$ cat src/rtl/ract_pkg.sv
package ract_pkg;

   localparam int DefEntries   = 64;
   localparam int DefAddrBits  = 48;
   localparam int DefCountBits = 32;
   localparam int IdBits       = 32;
   localparam int KindBits     = 2;
   localparam int StatusBits   = 3;

   localparam logic [KindBits-1:0] KIND_REGISTER   = 2'd0;
   localparam logic [KindBits-1:0] KIND_ACCESS     = 2'd1;
   localparam logic [KindBits-1:0] KIND_UNREGISTER = 2'd2;

   localparam logic [StatusBits-1:0] ST_REGISTERED = 3'd0;
   localparam logic [StatusBits-1:0] ST_HIT        = 3'd1;
   localparam logic [StatusBits-1:0] ST_MISS       = 3'd2;
   localparam logic [StatusBits-1:0] ST_RECORD     = 3'd3;
   localparam logic [StatusBits-1:0] ST_NOT_FOUND  = 3'd4;
   localparam logic [StatusBits-1:0] ST_FULL       = 3'd5;

   localparam logic [1:0] OP_WRITE = 2'd0;
   localparam logic [1:0] OP_BUMP  = 2'd1;
   localparam logic [1:0] OP_FREE  = 2'd2;

   typedef struct packed {
      logic       en;
      logic [1:0] op;
      logic       wr;
   } cmd_type;

endpackage

$ cat src/rtl/ract_cell.sv
module ract_cell
   import ract_pkg::*;
#(
   parameter int ENTRIES    = DefEntries,
   parameter int ADDR_BITS  = DefAddrBits,
   parameter int COUNT_BITS = DefCountBits,
   parameter int IDX        = 0,
   localparam int IW        = $clog2(ENTRIES)
) (
   input  logic                  clock,
   input  logic                  reset,
   input  logic [ADDR_BITS-1:0]  addr,
   input  logic [ADDR_BITS-1:0]  size,
   input  logic [IdBits-1:0]     id,
   input  cmd_type               cmd,
   input  logic [IW-1:0]         cmd_idx,
   input  logic                  m_hit_i,
   input  logic [IW-1:0]         m_idx_i,
   input  logic [IdBits-1:0]     m_tag_i,
   input  logic [ADDR_BITS-1:0]  m_len_i,
   input  logic [COUNT_BITS-1:0] m_rd_i,
   input  logic [COUNT_BITS-1:0] m_wr_i,
   input  logic                  f_hit_i,
   input  logic [IW-1:0]         f_idx_i,
   input  logic                  b_hit_i,
   input  logic [IW-1:0]         b_idx_i,
   input  logic [ADDR_BITS-1:0]  b_base_i,
   input  logic [ADDR_BITS-1:0]  b_len_i,
   output logic                  m_hit_ff,
   output logic [IW-1:0]         m_idx_ff,
   output logic [IdBits-1:0]     m_tag_ff,
   output logic [ADDR_BITS-1:0]  m_len_ff,
   output logic [COUNT_BITS-1:0] m_rd_ff,
   output logic [COUNT_BITS-1:0] m_wr_ff,
   output logic                  f_hit_ff,
   output logic [IW-1:0]         f_idx_ff,
   output logic                  b_hit_ff,
   output logic [IW-1:0]         b_idx_ff,
   output logic [ADDR_BITS-1:0]  b_base_ff,
   output logic [ADDR_BITS-1:0]  b_len_ff
);

   localparam logic [IW-1:0] MyIdx = IW'(IDX);

   logic                  valid_ff;
   logic [ADDR_BITS-1:0]  base_ff;
   logic [ADDR_BITS-1:0]  len_ff;
   logic [IdBits-1:0]     tag_ff;
   logic [COUNT_BITS-1:0] rd_ff;
   logic [COUNT_BITS-1:0] wr_ff;
   logic                  sel;
   logic                  take_m;
   logic                  take_f;
   logic                  take_b;

   assign sel    = cmd.en && (cmd_idx == MyIdx);
   assign take_m = !m_hit_i && valid_ff && (base_ff == addr);
   assign take_f = !f_hit_i && !valid_ff;
   assign take_b = valid_ff && (base_ff <= addr) && (!b_hit_i || (base_ff > b_base_i));

   always_ff @(posedge clock) begin
      if (reset) begin
         valid_ff <= 1'b0;
      end else if (sel) begin
         case (cmd.op)
            OP_WRITE: valid_ff <= 1'b1;
            OP_FREE:  valid_ff <= 1'b0;
            default:  valid_ff <= valid_ff;
         endcase
      end
   end

   always_ff @(posedge clock) begin
      if (sel) begin
         case (cmd.op)
            OP_WRITE: begin
               base_ff <= addr;
               len_ff  <= size;
               tag_ff  <= id;
               rd_ff   <= '0;
               wr_ff   <= '0;
            end
            OP_BUMP: begin
               if (cmd.wr && !(&wr_ff)) wr_ff <= wr_ff + 1'b1;
               if (!cmd.wr && !(&rd_ff)) rd_ff <= rd_ff + 1'b1;
            end
            default: ;
         endcase
      end
   end

   always_ff @(posedge clock) begin
      if (reset) begin
         m_hit_ff <= 1'b0;
         f_hit_ff <= 1'b0;
         b_hit_ff <= 1'b0;
      end else begin
         m_hit_ff <= m_hit_i || take_m;
         f_hit_ff <= f_hit_i || take_f;
         b_hit_ff <= b_hit_i || take_b;
      end
   end

   always_ff @(posedge clock) begin
      m_idx_ff  <= take_m ? MyIdx : m_idx_i;
      m_tag_ff  <= take_m ? tag_ff : m_tag_i;
      m_len_ff  <= take_m ? len_ff : m_len_i;
      m_rd_ff   <= take_m ? rd_ff : m_rd_i;
      m_wr_ff   <= take_m ? wr_ff : m_wr_i;
      f_idx_ff  <= take_f ? MyIdx : f_idx_i;
      b_idx_ff  <= take_b ? MyIdx : b_idx_i;
      b_base_ff <= take_b ? base_ff : b_base_i;
      b_len_ff  <= take_b ? len_ff : b_len_i;
   end

endmodule
$ cat config.mk
export PLATFORM = sky130hd
export DESIGN_NAME = ract_cell
export DESIGN_NICKNAME = d
export VERILOG_FILES = /design/src/rtl/ract_pkg.sv /design/src/rtl/ract_cell.sv
export SDC_FILE = /design/constraint.sdc
export NUM_CORES = 1
export LEC_CHECK = 0
export ABC_CLOCK_PERIOD_IN_PS = 9900
export BUFFER_PORTS_ARGS = -buffer_cell sky130_fd_sc_hd__clkbuf_2
export CORE_AREA = 2 2 261 263
export DETAILED_ROUTE_END_ITERATION = 12
export DIE_AREA = 0 0 263 265
export PLACE_DENSITY = 0.49
export SYNTH_ARGS = -nofsm -noshare
export SYNTH_HDL_FRONTEND = slang
export SYNTH_SLANG_ARGS = --single-unit
$ cat constraint.sdc
create_clock -name clock -period 9.9 [get_ports clock]
set_input_delay 0.99 -clock clock [delete_from_list [all_inputs] [get_ports clock]]
set_output_delay 0.99 -clock clock [all_outputs]
set_load 0.02 [all_outputs]
==> results.json <==
{
  "relSlewSlack_pct": 24.3,
  "fin_worst_skew_ps": 24.6,
  "drt_iter0_drc": 653,
  "ir_drop_mv": 0.110,
  "clock-sinks": 454,
  "yosysTopAreaCellShare_pct": 31.5,
  "postCtsHoldBufs": 0,
  "clockPowerShare_pct": 45.4,
  "grt_use_total_pct": 15.4,
  "first_global_vias": 13555,
  "ys_seq_elements": 454,
  "post-dp-hpwl_um": 43200,
  "synth.area.top_cells": "edfxtp_1, dfxtp_1, mux2_2, ha_1, mux2_4",
  "hold_viol": 0,
  "grt_pass1_wl_um": 82100,
  "clockBufferDepth": 3,
  "critPathCaptureType": "flop",
  "via_count": 12844,
  "start_util_pct": 27.4,
  "yosysSeqAreaShare_pct": 60.2,
  "tritoncts": "built",
  "cts_setup_buffers": 0,
  "cts-buffers-inserted": 52,
  "p_per_area_mw_per_mm2": 179,
  "cpMaxStageDelayCell": "nor4_1",
  "drtPass1Iterations": 4,
  "crit_type": "in -> reg",
  "rows": 95,
  "syn_area_mm2": 0.0183,
  "p_seq_share_pct": 46.7,
  "finalWeightedCongestion": 0.898,
  "clkLatencyLatePin_ps": 580,
  "route.detailed.wl_per_inst_um": 18.8,
  "tns_ps": 0,
  "rrSetupSlack_ps": 5660,
  "async_flop_share_pct": 0,
  "fill_cells": 6693,
  "fmax_mhz": 232,
  "synth_nets": 1845,
  "dieArea_mm2": 0.0697,
  "ys_warn_count": 0,
  "finalPower_mw": 4.34,
  "final_common_cell": "clkbuf_2",
  "finalCriticalPeriod_ps": 4310,
  "final-seq-area_mm2": 0.0110,
  "core_area_mm2": 0.0668,
  "ios": 662,
  "synth.distinct_cells": 53,
  "htree_levels": 2,
  "antenna_found_initial": 11,
  "setup_viol": 0,
  "final_cell_mix": "clkbuf_2, dfxtp_1, edfxtp_1",
  "synth_top_area_cell": "edfxtp_1",
  "avgViaCountPerCell": 4.35,
  "critPathMaxFanout": 64,
  "syn_to_final_growth_pct": 32.7,
  "maxSlewViolCount": 0,
  "required_ps": 10360,
  "pwr-share-comb_pct": 8.0,
  "max_stage_delay_ps": 820,
  "min_path_type": "reg -> reg",
  "p_leak_nw": 10.7,
  "swShare_pct": 22.6,
  "arrival_ps": 4770,
  "portBuffers": 661,
  "layout-drive-gt1-share_pct": 48.2,
  "worst_slew_pin_slew_ps": 1120,
  "wirelength_um": 55500,
  "synthFlopType": "dfxtp_1",
  "postRouteAntennaNets": 0,
  "cpMostUsedCell": "nand4_1",
  "design_area_mm2": 0.0243,
  "grt_max_degree": 97,
  "route.detailed.drc": 0,
  "postSynthAreaPerCell_um2": 13.6,
  "startpoint_type": "input port",
  "worstPathCellList": "clkbuf_2 -> inv_1 -> ha_1 -> nand4_1 -> nor4_1 -> nand4_1 -> nor2_4 -> buf_4 -> mux2_2",
  "outcome": "complete, no violations",
  "die_h_um": 265,
  "clk_pin_slew_ps": 60,
  "syn_inst": 1346,
  "finalNetCount": 2531,
  "ctsResizeCount": 0,
  "rsz0062_at_grt": "no",
  "drv_cap": 0,
  "die_w_um": 263,
  "synth_edf_count": 192,
  "p_sw_uw": 980,
  "overflow": 0,
  "cts-root-buf": "clkbuf_16",
  "period_share_pct": 43.6,
  "multi_input_area_mm2": 0.00665,
  "intPower_mw": 3.36,
  "placed_area_mm2": 0.0225
}
-- final timing paths --
path	startpoint	to	depth (start not counted)
worst min register to register	tag_ff[10]	m_tag_ff[10]	1
worst min-delay path	tag_ff[10]	m_tag_ff[10]	1
worst max register to register	base_ff[30]	m_tag_ff[14]	7
worst max-delay path	addr[30]	m_tag_ff[14]	9
-- cell families after synthesis --
kind of cell    share of synthesized area [%]
compound gates                           3.35
fa+ha+maj                                6.70
buf+inv                                  3.77
flops                                    60.2
mux                                      16.3
simple gates                             7.17
xor+xnor                                 2.58
-- final cells by class --
class | count | area share, %
Sequential cell | 454 | 45.3
Multi-Input combinational cell | 751 | 27.4
Timing Repair Buffer | 667 | 13.9
Clock buffer | 80 | 6.61
Tap cell | 873 | 4.50
Inverter | 106 | 1.64
Clock inverter | 15 | 0.654
Antenna cell | 8 | 0.0824
-- per-layer routing --
metal	share of wire, %	track usage, %	vias up
met4	2.4	4.46	6
li1	-	-	6172
met1	40	18.0	6126
met5	0.067	0	-
met3	8.0	4.79	75
met2	50	27.1	465
-- synth_stat cells (all sizes together), types with 7 or more instances --
| cell type | number |
|---|---|
| dfxtp | 262 |
| mux2 | 240 |
| edfxtp | 192 |
| inv | 106 |
| ha | 98 |
| nor2 | 79 |
| a21oi | 48 |
| nand2 | 43 |
| nand3 | 36 |
| nand4 | 34 |
| xor2 | 34 |
| buf | 23 |
| nor2b | 23 |
| xnor2 | 20 |
| o21ai | 14 |
| clkbuf | 12 |
| and3 | 11 |
| nor3 | 10 |
| a21o | 7 |
-- registers in the layout, summed over array words and instances (netlist names) --
register and flops:
b_base_ff 48, b_hit_ff 1, b_idx_ff 6, b_len_ff 48, base_ff 48, f_hit_ff 1
f_idx_ff 6, len_ff 48, m_hit_ff 1, m_idx_ff 6, m_len_ff 48, m_rd_ff 32
m_tag_ff 32, m_wr_ff 32, rd_ff 32, tag_ff 32, valid_ff 1, wr_ff 32
-- through the flow --
stage,setup WS (ps),instances,util [%],hold WS [ps]
finish,5590,2954,36.4,467
detailed placement,5090,2851,33.7,455
CTS,5730,2946,36.3,461
floorplan,2310,1346,-,448
global route,5400,2948,36.3,487
global placement,5180,2851,33.7,449
-- critical path: cells and delay by family --
| family | cells | cell delay [ps] |
|---|---|---|
| buffers and inverters | 3 | 950 |
| and+or+nand+nor | 4 | 1930 |
| muxes | 1 | 420 |
| adders and majority gates | 1 | 310 |
-- power by group through the flow --
stage | Combinational (mW) | Clock, mW | Sequential, mW
2_1_floorplan | 0.102 | 0 | 2.13
3_3_place_gp | 0.347 | 0 | 2.06
3_5_place_dp | 0.350 | 0 | 2.06
4_1_cts | 0.352 | 2.04 | 2.03
5_1_grt | 0.376 | 2.11 | 2.03
6_report | 0.346 | 1.97 | 2.02
Note: power is estimated with default switching activity, not from simulation.
